[src/hdl/pafm_pkg.sv]
// Package for the period-averaging frequency meter: request types,
// controller command and status structs, register codes and reset values.
// Depends on nothing; used by pafm_datapath, pafm_controller and the top level.
`default_nettype none

package pafm_pkg;

  // Fixed field widths.
  localparam int RATE_W      = 24;
  localparam int THRESH_W    = 10;
  localparam int EDGE_W      = 11;
  localparam int CFG_INDEX_W = 1;

  // Register indexes on the configuration port.
  localparam logic [CFG_INDEX_W-1:0] CFG_CLOCK_RATE = 1'b0;
  localparam logic [CFG_INDEX_W-1:0] CFG_EDGES      = 1'b1;

  // Reset values of the registers.
  localparam logic [RATE_W-1:0]   CLOCK_RATE_RESET = 24'd921600;
  localparam logic [THRESH_W-1:0] EDGES_RESET      = 10'd100;

  // One incoming request: the sampled pin level of one timer tick.
  typedef struct packed {
    logic level;
  } sample_t;

  // One outgoing request: a frequency reading.
  typedef struct packed {
    logic [RATE_W-1:0] frequency;
    logic              zero_period;
  } result_t;

  // Commands from the controller to the datapath.
  typedef struct packed {
    logic accept;
    logic start_avg;
    logic write_avg;
    logic start_freq;
    logic emit;
  } dp_cmd_t;

  // Status from the datapath to the controller.
  typedef struct packed {
    logic rising;
    logic div_done;
    logic over_limit;
    logic avg_zero;
    logic out_free;
  } dp_status_t;

endpackage

`default_nettype wire

[src/hdl/pafm_controller.sv]
// Controller of the frequency meter: takes ticks and sequences the averaging
// division, threshold check, final division and output. Depends on pafm_pkg.
`default_nettype none

module pafm_controller (
  input  wire logic                 clk,
  input  wire logic                 rst,
  input  wire logic                 in_valid,
  output logic                      in_ready,
  input  wire pafm_pkg::dp_status_t status,
  output pafm_pkg::dp_cmd_t         cmd
);

  typedef enum logic [5:0] {
    S_IDLE     = 6'b000001,
    S_MUL      = 6'b000010,
    S_AVG_DIV  = 6'b000100,
    S_CHECK    = 6'b001000,
    S_FREQ_DIV = 6'b010000,
    S_EMIT     = 6'b100000
  } state_t;

  state_t state;
  state_t state_next;

  assign in_ready = (state == S_IDLE);

  // State register.
  always_ff @(posedge clk) begin
    if (rst) begin
      state <= S_IDLE;
    end else begin
      state <= state_next;
    end
  end

  // Next state and commands.
  always_comb begin
    state_next = state;
    cmd        = '0;
    case (state)
      S_IDLE: begin
        if (in_valid) begin
          cmd.accept = 1'b1;
          state_next = status.rising ? S_MUL : S_CHECK;
        end
      end
      S_MUL: begin
        cmd.start_avg = 1'b1;
        state_next    = S_AVG_DIV;
      end
      S_AVG_DIV: begin
        if (status.div_done) begin
          cmd.write_avg = 1'b1;
          state_next    = S_CHECK;
        end
      end
      S_CHECK: begin
        if (!status.over_limit) begin
          state_next = S_IDLE;
        end else if (status.avg_zero) begin
          state_next = S_EMIT;
        end else begin
          cmd.start_freq = 1'b1;
          state_next     = S_FREQ_DIV;
        end
      end
      S_FREQ_DIV: begin
        if (status.div_done) begin
          state_next = S_EMIT;
        end
      end
      S_EMIT: begin
        if (status.out_free) begin
          cmd.emit   = 1'b1;
          state_next = S_IDLE;
        end
      end
      default: begin
        state_next = S_IDLE;
      end
    endcase
  end

endmodule

`default_nettype wire

[config.mk]
export PLATFORM = sky130hd
export DESIGN_NAME = pafm_controller
export DESIGN_NICKNAME = d
export VERILOG_FILES = /design/src/hdl/pafm_pkg.sv /design/src/hdl/pafm_controller.sv
export SDC_FILE = /design/constraint.sdc
export NUM_CORES = 1
export LEC_CHECK = 0
export BUFFER_PORTS_ARGS = -buffer_cell sky130_fd_sc_hd__buf_2
export CAP_MARGIN = 10
export CORE_AREA = 2 2 39 41
export CTS_BUF_LIST = sky130_fd_sc_hd__clkbuf_8
export DETAILED_ROUTE_END_ITERATION = 10
export DIE_AREA = 0 0 41 43
export PLACE_DENSITY_LB_ADDON = 0.2
export SLEW_MARGIN = 20
export SYNTH_ARGS = -nofsm -noshare
export SYNTH_HDL_FRONTEND = slang
export SYNTH_SLANG_ARGS = --single-unit
[constraint.sdc]
create_clock -name clk -period 3.8 [get_ports clk]
set_input_delay 0.19 -clock clk [delete_from_list [all_inputs] [get_ports clk]]
set_output_delay 0.19 -clock clk [all_outputs]
set_load 0.01 [all_outputs]
== After elaboration in Yosys (flattened, before gate mapping) ==
Cells that the tools add are included.

* Register bits: 6
* Bits in latches: 0
* RAM bits: 0
* Bits in read-only memories: 0
* Output and inout bits: 6
* Memories: 0

* Add/sub/neg operators: 0
* $mul: 0
* Divide/modulo/power cells: 0
* $lt $le $gt $ge: 0
* Eq/ne operators: 10
* Shift operators: 0
* Muxes and demuxes: 18
* Bitwise operators: 0
* Reductions and logical operators: 1

{| class="wikitable"
|+ Operator list
! kind !! count
|-
| 2-to-1 mux 6 bit || 6
|-
| case mux 6 bit (6 select lines) || 1
|-
| 2-to-1 mux 1 bit || 10
|-
| != test 2 bit (second input constant) || 4
|-
| == test 6 x 1 -> 1 bit (second input constant) || 1
|-
| == test 6 x 2 -> 1 bit (second input constant) || 1
|-
| == test 6 x 3 -> 1 bit (second input constant) || 1
|-
| == test 6 x 4 -> 1 bit (second input constant) || 1
|-
| == test 6 x 5 -> 1 bit (second input constant) || 1
|-
| == test 6 bit (second input constant) || 1
|-
| 2-to-1 mux 4 bit || 1
|-
| AND reduction 4 bit || 1
|}

== Logic depth before layout (Yosys ltp) ==
* Word-level depth: 3
* Gate-level depth with buffers: 5
* Depth with buffers taken out: 4

== Least setup slack after synthesis ==
No wires, ideal clock.

* Kind: reg-to-reg
* Start: reg state[4]
* End: reg state[1]
* Setup time: 0.087 ns
* Arrival: 1.526 ns
* Slack: 2.186 ns
* Cell stages (with the launch flop): 6
* Path buffers: 1
* Period minus slack after synthesis: 1.614 ns
* Cell sequence: dfxtp_1 > buf_6 > or4_4 > nor3b_4 > and2_4 > nor4b_2

* Longest elaborated chain between the ends: 3
* Elaborated cells on any way between the ends: 12

{| class="wikitable"
|+ Ends and longest elaborated chain
! item !! line !! source
|-
| start: declaration || pafm_controller.sv:23 || <nowiki>state_t state;</nowiki>
|-
| start signal: assignment || pafm_controller.sv:33 || <nowiki>state <= state_next;</nowiki>
|-
| == test 6 x 1 -> 1 bit * || -- ||
|-
| named net in_ready || pafm_controller.sv:9 || <nowiki>output logic in_ready,</nowiki>
|-
| != test 2 bit (no line) || -- ||
|-
| AND reduction 4 bit (no line) || -- ||
|}

Mark *: on every way through the listed nets, which the timed path passes. The rest lies on a longest branch.
A chain may end at the register's enable or synchronous reset.

==> results_dict.tcl <==
set metrics [dict create \
    leakagePower_uw 0.0002277 \
    largest_reg_flops 6 \
    synth_top_area_share 0.2588 \
    min_path_type "primary input to flop" \
    die_width_microns 41 \
    detail_route.wl_per_cell_microns 13.64 \
    critical_path_required_ns 3.61 \
    holdWs_ns 0.2346 \
    period_share 0.4995 \
    grt_overflow 0 \
    syn-cell-area_sq_um 464.2 \
    dr.first_iter.drc_count 6 \
    antenna_cells 0 \
    cts_setup_buffers 0 \
    dr.pass1.iters 2 \
    rsz0062_at_grt "false" \
    rows 14 \
    path_cells "or4_1 > nor4b_2 > buf_2" \
    setup_viol 0 \
    cp.arrival_ns 1.71 \
    drive_gt1_frac 0.3692 \
    clkLatencyLatePin_ns 0.22 \
    cts_tree "yes" \
    met2_usage 0.2469 \
    globalRouteTotalUtil 0.1571 \
    gr-usage-met3 0.07853 \
    slowest_stage "or4_1" \
    top_regs "state (6)" \
    maxSlewViolCount 0 \
    yosysWarnings 0 \
    min_period_ns 1.898 \
    initial_utilization 0.3354 \
    path_delay_family "simple AND/OR/NAND/NOR gates" \
    ant_nets 0 \
    maxSlewHeadroom 0.7465 \
    fmax_mhz 526.8 \
    synth-edff-count 0 \
    drc 0 \
    hold_violations 0 \
    yosys-top-cells-area "dfxtp_1 (26%), nor4b_2 (9.7%), or4_4 (4.9%), nor2b_1 (4.0%), nor3b_4 (4.0%)" \
    area_delta_synth_final_pct 22.64 \
    ctsHoldBuffers 0 \
    gp_congestion 0.7712 \
    cts_buffers 3 \
    io_buffer_count 13 \
    final_cell_mix "buf_2 (13), dfxtp_1 (6)" \
    cp-start-kind "flop" \
    nets 75 \
    grt_pass1_vias 435 \
    tightest_slew_ns 0.3780 \
    synth_seq_cells 6 \
    report.power.total_uw 233.4 \
    critical_path.max_fanout 8 \
    core-area_sq_um 1384 \
    synthCells 52 \
    nFillCells 152 \
    grt_pass1_wl_microns 1800 \
    wl_microns 1105 \
    path_class "flop to output port" \
    synth_top_area_cell "dfxtp_1" \
    crit_buf_inv 1 \
    h-tree-depth 1 \
    final_common_cell "buf_2" \
    max_stage_delay_ns 0.62 \
    cts_buffer_depth 2 \
    hpwl_microns 839.3 \
    avgSynthCellArea_sq_um 8.927 \
    crit_path_end_kind "output port" \
    fin_tns_setup_ns 0 \
    die_y_microns 43 \
    route.vias.total 451 \
    routed_via_density 5.568 \
    use_met1 0.1721 \
    ctsResizeCount 0 \
    yosysUniqueCellTypes 29 \
    yosys_most_used_dff "dfxtp_1" \
    dp_cells 78 \
    ys_seq_area_frac 0.2588 \
    finalNonFillerCells 81 \
    antenna_found_initial 0 \
    top_register "state" \
    clk_pin_slew_worst_paths_ns 0.04 \
    cts_sinks 6 \
    cap_violations 0 \
    grt_max_degree 11 \
    power_density_nw_per_um2 410.0 \
    die_area_sq_um 1763 \
    ir_drop_mv 0.1439 \
    fin_util 0.4114 \
    finClkSkew_ns 0.001088 \
    grt-busiest-layer "met2" \
    synth_nets 60 \
    cts_root_buffer "clkbuf_8" \
    synthArstFlopShare 0 \
    status "finished clean" \
    io_pins 14 \
]
## routing by layer
metal  up-vias  wire length (microns)
li1        230                      -
met1       209                    471
met2        12                    563
met3         0                     70
met4         0                      0
met5         -                      0
## cells in the mapped netlist (2+ instances only)
master and number:
a22oi_1 2, dfxtp_1 6, nor2_1 3, or4_1 2
o21ai_0 3, buf_2 2, nor3_1 2, nor2b_1 3
nor4b_2 3, inv_1 2, nand2_1 3, nor4_1 3
or4_4 2
## final timing paths
path | slack (ns) | to | cells after the start | from
hold / removal | 0.23 | state[1] | 2 | rst
setup / recovery | 1.90 | cmd[1] | 3 | state[2]
setup reg to reg | 2.18 | state[0] | 3 | state[1]
hold reg to reg | 0.71 | state[5] | 2 | state[5]
## kinds of logic (layout without fill, tap and decap cells)
kind of cell              after synthesis  in the layout  share of synthesized area
AOI/OAI and AO/OA                      10             10                     0.1617
xor gates and xnor gates                2              2                    0.03774
DFF                                     6              6                     0.2588
and+or+nand+nor                        29             29                     0.4798
buffers and inverters                   5             18                    0.06200
## through the flow
step | setup WS [ns] | area, sq um
after floorplan | 2.186 | 464.2
after global placement | 2.118 | 528.0
after detailed placement | 2.137 | 528.0
after CTS | 1.893 | 569.3
after global routing | 1.801 | 569.3
final | 1.902 | 569.3
## area by class of cell
| cell class | count | area, sq um | area share |
|---|---|---|---|
| sequential | 6 | 120.1 | 0.2110 |
| inverter | 2 | 7.507 | 0.01319 |
| multi-input combinational | 41 | 315.3 | 0.5538 |
| clock buffer | 3 | 41.29 | 0.07253 |
| timing repair buffer | 13 | 65.06 | 0.1143 |
| tap | 16 | 20.02 | 0.03516 |
## power by group
part	switching, uW	internal (uW)
Clock	30.9	68.4
Sequential	9.80	67.5
Combinational	26.9	29.9
No activity file was read; power rests on OpenSTA's default activity.
