### src/hdl/pafm_pkg.sv
// Package for the period-averaging frequency meter: request types,
// controller command and status structs, register codes and reset values.
// Depends on nothing; used by pafm_datapath, pafm_controller and the top level.
`default_nettype none

package pafm_pkg;

  // Fixed field widths.
  localparam int RATE_W      = 24;
  localparam int THRESH_W    = 10;
  localparam int EDGE_W      = 11;
  localparam int CFG_INDEX_W = 1;

  // Register indexes on the configuration port.
  localparam logic [CFG_INDEX_W-1:0] CFG_CLOCK_RATE = 1'b0;
  localparam logic [CFG_INDEX_W-1:0] CFG_EDGES      = 1'b1;

  // Reset values of the registers.
  localparam logic [RATE_W-1:0]   CLOCK_RATE_RESET = 24'd921600;
  localparam logic [THRESH_W-1:0] EDGES_RESET      = 10'd100;

  // One incoming request: the sampled pin level of one timer tick.
  typedef struct packed {
    logic level;
  } sample_t;

  // One outgoing request: a frequency reading.
  typedef struct packed {
    logic [RATE_W-1:0] frequency;
    logic              zero_period;
  } result_t;

  // Commands from the controller to the datapath.
  typedef struct packed {
    logic accept;
    logic start_avg;
    logic write_avg;
    logic start_freq;
    logic emit;
  } dp_cmd_t;

  // Status from the datapath to the controller.
  typedef struct packed {
    logic rising;
    logic div_done;
    logic over_limit;
    logic avg_zero;
    logic out_free;
  } dp_status_t;

endpackage

`default_nettype wire

### src/hdl/pafm_divider.sv
// Iterative restoring divider, one quotient bit per cycle.
// Depends on nothing outside this file.
`default_nettype none

module pafm_divider #(
  parameter int DIV_W = 28,
  parameter int DVS_W = 16
) (
  input  wire logic             clk,
  input  wire logic             rst,
  input  wire logic             start,
  input  wire logic [DIV_W-1:0] dividend,
  input  wire logic [DVS_W-1:0] divisor,
  output logic                  done,
  output logic      [DIV_W-1:0] quotient
);

  localparam int CNT_W = $clog2(DIV_W + 1);

  logic             busy;
  logic [CNT_W-1:0] count;
  logic [DVS_W-1:0] remainder;
  logic [DVS_W-1:0] divisor_q;
  logic [DVS_W:0]   rem_shift;
  logic [DVS_W:0]   difference;

  // Trial subtraction of the divisor from the shifted partial remainder.
  assign rem_shift  = {remainder, quotient[DIV_W-1]};
  assign difference = rem_shift - {1'b0, divisor_q};

  // Control: bit counter, busy flag and a one-cycle done pulse.
  always_ff @(posedge clk) begin
    if (rst) begin
      busy  <= 1'b0;
      done  <= 1'b0;
      count <= '0;
    end else begin
      done <= busy && (count == CNT_W'(1));
      if (start) begin
        busy  <= 1'b1;
        count <= CNT_W'(DIV_W);
      end else if (busy) begin
        count <= count - CNT_W'(1);
        if (count == CNT_W'(1)) begin
          busy <= 1'b0;
        end
      end
    end
  end

  // Datapath: the quotient register shifts the dividend out as quotient bits come in.
  always_ff @(posedge clk) begin
    if (start) begin
      remainder <= '0;
      quotient  <= dividend;
      divisor_q <= divisor;
    end else if (busy) begin
      if (!difference[DVS_W]) begin
        remainder <= difference[DVS_W-1:0];
        quotient  <= {quotient[DIV_W-2:0], 1'b1};
      end else begin
        remainder <= rem_shift[DVS_W-1:0];
        quotient  <= {quotient[DIV_W-2:0], 1'b0};
      end
    end
  end

endmodule

`default_nettype wire

### src/hdl/pafm_datapath.sv
// Datapath of the frequency meter: registers, tick counter, running average,
// output register and the shared divider. Depends on pafm_pkg, pafm_divider.
`default_nettype none

module pafm_datapath #(
  parameter int COUNT_WIDTH = 16
) (
  input  wire logic                          clk,
  input  wire logic                          rst,
  input  wire logic                          cfg_we,
  input  wire logic [pafm_pkg::CFG_INDEX_W-1:0] cfg_index,
  input  wire logic [pafm_pkg::RATE_W-1:0]   cfg_data,
  input  wire logic                          in_level,
  input  wire pafm_pkg::dp_cmd_t             cmd,
  output pafm_pkg::dp_status_t               status,
  output logic                               out_valid,
  input  wire logic                          out_ready,
  output pafm_pkg::result_t                  out_item
);

  localparam int EDGE_W = pafm_pkg::EDGE_W;
  localparam int RATE_W = pafm_pkg::RATE_W;
  localparam int PROD_W = COUNT_WIDTH + EDGE_W;
  localparam int DIV_W  = (COUNT_WIDTH + 12 > RATE_W) ? COUNT_WIDTH + 12 : RATE_W;
  localparam int DVS_W  = (COUNT_WIDTH > 12) ? COUNT_WIDTH : 12;

  logic [RATE_W-1:0]             clock_rate;
  logic [pafm_pkg::THRESH_W-1:0] edges_per_result;
  logic                          prev_level;
  logic [COUNT_WIDTH-1:0]        tick_count;
  logic [COUNT_WIDTH-1:0]        avg_period;
  logic [EDGE_W-1:0]             edge_count;

  logic [PROD_W-1:0] product;
  logic              div_start;
  logic [DIV_W-1:0]  div_dividend;
  logic [DVS_W-1:0]  div_divisor;
  logic              div_done;
  logic [DIV_W-1:0]  div_quotient;

  // Configuration registers.
  always_ff @(posedge clk) begin
    if (rst) begin
      clock_rate       <= pafm_pkg::CLOCK_RATE_RESET;
      edges_per_result <= pafm_pkg::EDGES_RESET;
    end else if (cfg_we) begin
      case (cfg_index)
        pafm_pkg::CFG_CLOCK_RATE: clock_rate       <= cfg_data;
        pafm_pkg::CFG_EDGES:      edges_per_result <= cfg_data[pafm_pkg::THRESH_W-1:0];
        default:                  ;
      endcase
    end
  end

  // Measurement state: pin history, tick counter, average and edge count.
  always_ff @(posedge clk) begin
    if (rst) begin
      prev_level <= 1'b0;
      tick_count <= '0;
      avg_period <= '0;
      edge_count <= '0;
    end else begin
      if (cmd.accept) begin
        prev_level <= in_level;
        tick_count <= tick_count + COUNT_WIDTH'(1);
      end
      if (cmd.write_avg) begin
        avg_period <= div_quotient[COUNT_WIDTH-1:0];
        tick_count <= '0;
        edge_count <= edge_count + EDGE_W'(1);
      end
      if (cmd.emit) begin
        avg_period <= '0;
        edge_count <= '0;
      end
    end
  end

  // Old average weighted by its edge count; the new period is added at the divider.
  assign product = PROD_W'(avg_period) * PROD_W'(edge_count);

  // Operands for the shared divider.
  assign div_start = cmd.start_avg || cmd.start_freq;
  always_comb begin
    if (cmd.start_freq) begin
      div_dividend = DIV_W'(clock_rate);
      div_divisor  = DVS_W'(avg_period);
    end else begin
      div_dividend = DIV_W'(product) + DIV_W'(tick_count);
      div_divisor  = DVS_W'(edge_count) + DVS_W'(1);
    end
  end

  pafm_divider #(
    .DIV_W (DIV_W),
    .DVS_W (DVS_W)
  ) u_divider (
    .clk      (clk),
    .rst      (rst),
    .start    (div_start),
    .dividend (div_dividend),
    .divisor  (div_divisor),
    .done     (div_done),
    .quotient (div_quotient)
  );

  // Output register: holds a reading until the receiver takes it.
  always_ff @(posedge clk) begin
    if (rst) begin
      out_valid <= 1'b0;
    end else if (cmd.emit) begin
      out_valid <= 1'b1;
    end else if (out_ready) begin
      out_valid <= 1'b0;
    end
  end

  always_ff @(posedge clk) begin
    if (cmd.emit) begin
      out_item.zero_period <= (avg_period == '0);
      out_item.frequency   <= (avg_period == '0) ? '0 : div_quotient[RATE_W-1:0];
    end
  end

  // Status towards the controller.
  assign status.rising     = in_level && !prev_level;
  assign status.div_done   = div_done;
  assign status.over_limit = edge_count > EDGE_W'(edges_per_result);
  assign status.avg_zero   = (avg_period == '0);
  assign status.out_free   = !out_valid || out_ready;

endmodule

`default_nettype wire

### config.mk
export PLATFORM = sky130hd
export DESIGN_NAME = pafm_datapath
export DESIGN_NICKNAME = d
export VERILOG_FILES = /design/src/hdl/pafm_pkg.sv /design/src/hdl/pafm_divider.sv /design/src/hdl/pafm_datapath.sv
export SDC_FILE = /design/constraint.sdc
export NUM_CORES = 1
export LEC_CHECK = 0
export BUFFER_PORTS_ARGS = -buffer_cell sky130_fd_sc_hd__buf_2
export CAP_MARGIN = 20
export CORE_ASPECT_RATIO = 2
export CORE_MARGIN = 3
export CORE_UTILIZATION = 51
export CTS_CLUSTER_SIZE = 20
export DETAILED_ROUTE_END_ITERATION = 7
export PLACE_DENSITY = 0.73
export SETUP_SLACK_MARGIN = 0.15
export SLEW_MARGIN = 0
export SYNTH_ARGS = -nofsm -noshare
export SYNTH_HDL_FRONTEND = slang
export SYNTH_HIERARCHICAL = 1
export SYNTH_SLANG_ARGS = --single-unit
### constraint.sdc
create_clock -name clk -period 6.3 [get_ports clk]
set_input_delay 1.26 -clock clk [delete_from_list [all_inputs] [get_ports clk]]
set_output_delay 1.26 -clock clk [all_outputs]
set_load 0.1 [all_outputs]
Yosys cells after proc, flatten, opt, wreduce, memory -nomap -nowiden

Index checks and enable logic that the tools add are counted.

Register bits after elaboration: 171
Latch bits: 0
RAM bits: 0
Bits in read-only memories: 0
Input port bits: 35
Output and inout bits: 31
Word-level logic and storage cells: 53
Memories kept: 0

Add/subtract/negate cells: 6
$mul: 1
Div/mod/pow operators: 0
$lt $le $gt $ge: 1
Equality and inequality tests: 1
Shift operators: 0
Muxes and demuxes: 13
Bitwise gates (word level): 1
Reduce and logical (&&, ||, !) cells: 14

Operator list:

| kind                                                                  | count |
|---|---|
| 28-bit 2-to-1 mux                                                     | 3 |
| 16-bit 2-to-1 mux                                                     | 2 |
| 27-bit by 16-bit adder with 28-bit output                             | 1 |
| 16-bit by 11-bit multiplier with 27-bit output                        | 1 |
| 17-bit by 16-bit subtractor with 17-bit output                        | 1 |
| 16-bit by 1-bit adder with 16-bit output, second input constant       | 1 |
| 16-bit zero test                                                      | 1 |
| 11-bit by 1-bit adder with 12-bit output, second input constant       | 1 |
| 11-bit by 1-bit adder with 11-bit output, second input constant       | 1 |
| 11-bit by 10-bit greater-than comparator with 1-bit output            | 1 |
| 5-bit 2-to-1 mux                                                      | 2 |
| 1-bit 2-to-1 mux                                                      | 6 |
| 2-bit OR reduction                                                    | 3 |
| 5-bit by 1-bit equality test with 1-bit output, second input constant | 1 |
| 5-bit by 1-bit subtractor with 5-bit output, second input constant    | 1 |
| 2-bit AND reduction                                                   | 2 |
| 2-bit nonzero test                                                    | 2 |
| 1-bit logical AND                                                     | 2 |
| 1-bit zero test                                                       | 2 |
| 1-bit logical OR                                                      | 2 |
| 1-bit inverter                                                        | 1 |

Depth between registers and ports, before layout

Depth after elaboration: 4
Gate-level depth with buffers: 21

Hierarchy

The synthesis kept the hierarchy.

By module, submodules not included:

| module        | instances | cells each | area each (um2) | seq. area each (um2) |
|---|---|---|---|---|
| pafm_datapath | 1         | 1336       | 11225.8         | 2332.2 |
| pafm_divider  | 1         | 298        | 3469.6          | 1781.7 |

Worst setup path before layout

OpenSTA, ideal clock, no wires.

Path type: register -> register
Start point: register edge_count[7]
End point: register u_divider.quotient[24], data pin
Setup time: 260 ps
Arrival time: 5413 ps
Data required time: 6040 ps
Setup slack: 628 ps
Stages on the path, launching flop included: 19
Buffers on the path: 2
Clock period less this slack: 5672 ps
Cells stage by stage: dfxtp_1 > clkbuf_1 > buf_1 > nand2_1 > fa_1 > inv_1 > fa_1 > fa_1 > fa_1 > inv_1 > fa_1 > inv_1 > ha_1 > a21oi_1 > o21ai_0 > a21o_1 > a211oi_2 > mux2_4 > mux2_2

Word-level cells in the longest chain between the ends: 4

Ends and longest elaborated chain:

| element                                        | line                | source |
|---|---|---|
| from (decl)                                    | pafm_datapath.sv:32 | `logic [EDGE_W-1:0] edge_count;` |
| from (signal assigned)                         | pafm_datapath.sv:70 | `edge_count <= edge_count + EDGE_W'(1);` |
| 16-bit by 11-bit multiplier with 27-bit output | pafm_datapath.sv:80 | `assign product = PROD_W'(avg_period) * PROD_W'(edge_count);` |
| 27-bit by 16-bit adder with 28-bit output      | pafm_datapath.sv:89 | `div_dividend = DIV_W'(product) + DIV_W'(tick_count);` |
| 28-bit 2-to-1 mux                              | pafm_datapath.sv:85 | `if (cmd.start_freq) begin` |
| via div_dividend[24]                           | pafm_datapath.sv:36 | `logic [DIV_W-1:0] div_dividend;` |
| 28-bit 2-to-1 mux                              | pafm_divider.sv:53  | `if (start) begin` |
| to (signal assigned)                           | pafm_divider.sv:55  | `quotient <= dividend;` |
| to (signal assigned)                           | pafm_divider.sv:60  | `quotient <= {quotient[DIV_W-2:0], 1'b1};` |
| to (signal assigned)                           | pafm_divider.sv:63  | `quotient <= {quotient[DIV_W-2:0], 1'b0};` |
| to (decl)                                      | pafm_divider.sv:15  | `output logic [DIV_W-1:0] quotient` |

The timed path passes the listed nets, and every way through them passes these cells.
A chain may end at the register's enable or synchronous reset.

Final worst setup path

Start point: register avg_period[6]
End point: register u_divider.quotient[24], data pin

Word-level cells in the longest chain between the ends: 4

Ends and longest elaborated chain:

| element                                        | line                | source |
|---|---|---|
| from (decl)                                    | pafm_datapath.sv:31 | `logic [COUNT_WIDTH-1:0] avg_period;` |
| from (signal assigned)                         | pafm_datapath.sv:68 | `avg_period <= div_quotient[COUNT_WIDTH-1:0];` |
| 16-bit by 11-bit multiplier with 27-bit output | pafm_datapath.sv:80 |  |
| 27-bit by 16-bit adder with 28-bit output      | pafm_datapath.sv:89 |  |
| 28-bit 2-to-1 mux                              | pafm_datapath.sv:85 |  |
| via div_dividend[24]                           | pafm_datapath.sv:36 |  |
| 28-bit 2-to-1 mux                              | pafm_divider.sv:53  |  |

The timed path passes the listed nets, and every way through them passes these cells.

==> results.tsv <==
stage	metric	value	unit
worst_hold_path	holdCritPathClass	reg2reg	
grt	grtUsageTotal	26.2	%
drt	vias_per_cell	5.68	
clocking	root_buffer	clkbuf_16	
sta	fmax	0.171	GHz
clocking	clock-sinks	171	
grt	grt_pass1_wl	63.9	mm
setup_path	worstPathArrival	6.07	ns
drt	drtAntennaViolNets	0	
setup_path	cp_top_family	adder cells	
drt	wl_met2	21.2	mm
grt	overflow	0	
setup_path	max_stage_delay	0.67	ns
setup_path	r2r-start	avg_period[6]$_SDFFE_PP0P_	
yosys	ys_ff_latch	171	
yosys	synth_top_flop_cell	dfxtp_1	
drt	drtIter0Drc	637	
drt	wl_met3	1.66	mm
power_and_ir_drop	vdd_ir_drop_max	0.000237	V
place	numPortBuffers	65	
place	placed_cell_area	15300	µm²
drt	num_vias	11600	
setup_path	critPathKind	reg2reg	
sta	hold_violations	0	
setup_path	startpoint	avg_period[6]$_SDFFE_PP0P_	
place	place_congestion	0.980	
clocking	post_cts_buffers	0	
power_and_ir_drop	power_switching	0.942	mW
yosys	syn_nets	1910	
sta	tns	0	ns
power_and_ir_drop	p_int	1.90	mW
sta	setup_viol	0	
yosys	synthCells	1634	
yosys	ys_seq_area_share	28.0	%
setup_path	crit_path_frequent_cell	fa_1	
setup_path	regToRegSetupSlack	0.46	ns
yosys	synthArstFlopShare	0	%
sta	drv_slew	0	
drt	remaining_drc_errors	0	
grt	grt_pass1_vias	12400	
power_and_ir_drop	share_seq_of_total_power	44.4	%
floorplan	start_util	51.9	%
yosys	synth_cell_types	73	
setup_path	crit_path_end_kind	register	
setup_path	cp-start-kind	register	
place	hpwl	30.4	mm
power_and_ir_drop	leakagePower	7.30	nW
power_and_ir_drop	power_switching_share	33.2	%
grt	grt_max_degree	75	
floorplan	rows	87	
cells_and_area	drive_gt1_share	11.6	%
yosys	yosys_warnings	6	
setup_path	crit_buf_inv	3	
yosys	syn-cell-area	14700	µm²
setup_path	worstPathRequired	6.52	ns
setup_path	endpoint	u_divider/quotient[24]$_DFFE_PP_	
sta	period_needed	5.84	ns
cells_and_area	fin_nets	1940	
clocking	cts.htree.levels	4	
floorplan	die_width	126	µm
setup_path	ff2ff_path_depth	17	
clocking	cts_tree	yes	
run	drv_cap	0	
drt	first_pass_iters	6	
outcome	outcome	completed	
power_and_ir_drop	clock_power_share	39.9	%
cells_and_area	final_cells	2033	
cells_and_area	final_util	56.5	%
power_and_ir_drop	power_frac_comb	15.7	%
sta	tightest_slew	1.04	ns
cells_and_area	fillCellCount	2587	
worst_hold_path	worstHoldPathCells	2	
cells_and_area	n_antenna_cell	0	
floorplan	pin_count	66	
yosys	avgSynthCellArea	8.99	µm²
floorplan	chipHeight	246	µm
cells_and_area	syn_to_final_growth	8.91	%
cells_and_area	postLayoutCellArea	16000	µm²
setup_path	cp_slowest_cell	dfxtp_1	
drt	wl_met1	13.6	mm
grt	antenna_found_initial	0	
yosys	synth_edf_count	69	
floorplan	floorplan.die_area	31000	µm²
setup_path	worstPathCellList	nand2_1, fa_1, fa_1, fa_1, inv_1, fa_1, inv_1, fa_1, inv_1, ha_1, a21oi_1, a21oi_1, nor2_1, a211oi_4, a211oi_2, mux2_4, mux2_2	
sta	period_share	92.7	%
clocking	cts_buffer_depth	2	
drt	top_layer	met4	
clocking	cts-buffers-inserted	17	
setup_path	critPathMaxFanout	14	
drt	route.detailed.wl_per_inst	19.0	µm
clocking	clk_pin_slew	0.08	ns
setup_path	crit_cells	17	
power_and_ir_drop	pwr_density_cell	178	nW/µm²
clocking	clock_latency	0.47	ns
place	dpl.cell_count	2000	
sta	slew_headroom	30.7	%
sta	hold_ws	0.458	ns
floorplan	coreArea	28300	µm²
sta	rsz0062_at_grt	false	
sta	finClkSkew	0.00936	ns
drt	drt_wl_total	38.7	mm
setup_path	r2r_end	u_divider/quotient[24]$_DFFE_PP_	
[sequential cells by signal, indices dropped and copies added (netlist names), 11 cells and up]
| name | flops |
|---|---|
| avg_period | 16 |
| clock_rate | 24 |
| edge_count | 11 |
| out_item | 25 |
| tick_count | 16 |
| u_divider/divisor_q | 16 |
| u_divider/quotient | 28 |
| u_divider/remainder | 16 |
[worst min path at each step]
stage                     slack, ns                        start                           to
after floorplan                0.43   clock_rate[0]$_SDFFE_PP0P_   clock_rate[0]$_SDFFE_PP0P_
after global placement         0.44   clock_rate[1]$_SDFFE_PP0P_   clock_rate[1]$_SDFFE_PP0P_
after detailed placement       0.45   clock_rate[1]$_SDFFE_PP0P_   clock_rate[1]$_SDFFE_PP0P_
after CTS                      0.46  clock_rate[13]$_SDFFE_PP0P_  clock_rate[13]$_SDFFE_PP0P_
after global routing           0.48   clock_rate[5]$_SDFFE_PP0P_   clock_rate[5]$_SDFFE_PP0P_
final                          0.46  clock_rate[13]$_SDFFE_PP0P_  clock_rate[13]$_SDFFE_PP0P_
[power by group through the flow]
stage | Sequential [mW] | Combinational, mW | Clock (mW)
6_report | 1.26 | 0.447 | 1.13
4_1_cts | 1.26 | 0.447 | 1.15
3_5_place_dp | 1.29 | 0.445 | 0
3_3_place_gp | 1.28 | 0.436 | 0
5_1_grt | 1.27 | 0.484 | 1.19
2_1_floorplan | 1.37 | 0.242 | 0
[layout by cell type (no fill, tap or decap), types with 5 or more instances in the layout]
cell	instances
nand2b_1	10
xnor2_1	36
mux2_2	32
o31ai_1	7
nor3_1	17
buf_2	65
clkinv_8	6
o21ai_0	46
a21oi_1	77
o21a_1	5
nand2_1	272
clkbuf_16	17
o21ai_1	6
nor2b_1	6
a211oi_1	18
nand3b_1	7
mux2i_1	32
and2_1	90
fa_1	143
xor2_1	22
nand3_1	19
nor4_1	7
a21o_1	9
inv_1	234
and3_1	11
edfxtp_1	69
nand4_1	16
ha_1	98
dfxtp_2	7
dfxtp_1	95
buf_4	32
nor2_1	85
[through the flow]
step	total power, mW	setup slack (ns)
2_1_floorplan	1.61	0.628
3_3_place_gp	1.72	0.392
3_5_place_dp	1.73	0.318
4_1_cts	2.85	0.307
5_1_grt	2.94	0.189
6_report	2.84	0.459
[logic make-up after synthesis]
group           share of synthesized area [%]
mux                                      4.73
xor+xnor                                 3.46
compound gates                           9.63
fa+ha+maj                                27.8
flops                                    28.0
buf+inv                                  8.46
simple gates                             17.9
[layout make-up]
class                           instances  area [µm²]  area share, %
Clock inverter                         15         211           1.32
Sequential cell                       171        4120           25.8
Timing Repair Buffer                   98         581           3.63
Clock buffer                           17         425           2.66
Multi-Input combinational cell       1142        9340           58.4
Tap cell                              356         445           2.78
Inverter                              234         878           5.49
[worst register-to-register path, delay by kind of cell, from the launching register on]
family	cells	cell delay [ns]
muxes	2	0.58
DFF	1	0.67
and+or+nand+nor	2	0.39
adders and majority gates	6	2.98
buffers and inverters	3	0.16
AOI/OAI and AO/OA	4	0.82
[synth_stat cells (36+ instances only)]
| cell type | instances | share of area, % |
|---|---|---|
| fa_1 | 143 | 19 |
| a21oi_1 | 77 | 2.6 |
| dfxtp_1 | 102 | 14 |
| ha_1 | 98 | 8.3 |
| clkbuf_1 | 60 | 1.5 |
| o21ai_0 | 46 | 1.6 |
| and2_1 | 90 | 3.8 |
| edfxtp_1 | 69 | 14 |
| nand2_1 | 272 | 6.9 |
| xnor2_1 | 36 | 2.1 |
| inv_1 | 234 | 6.0 |
| nor2_1 | 85 | 2.2 |
[repair_timing]
item,4_1_cts,5_1_grt
hold buffers,0,0
gates resized for setup,0,7
endpoints found under the setup margin,0,9
[routing by layer]
layer  GRT usage, %  up-vias
met5              0        -
met4           14.5        0
met3           3.69      141
met2           49.4      383
met1           27.3     5686
li1               -     5344
No activity file was read; power rests on OpenSTA's default activity.
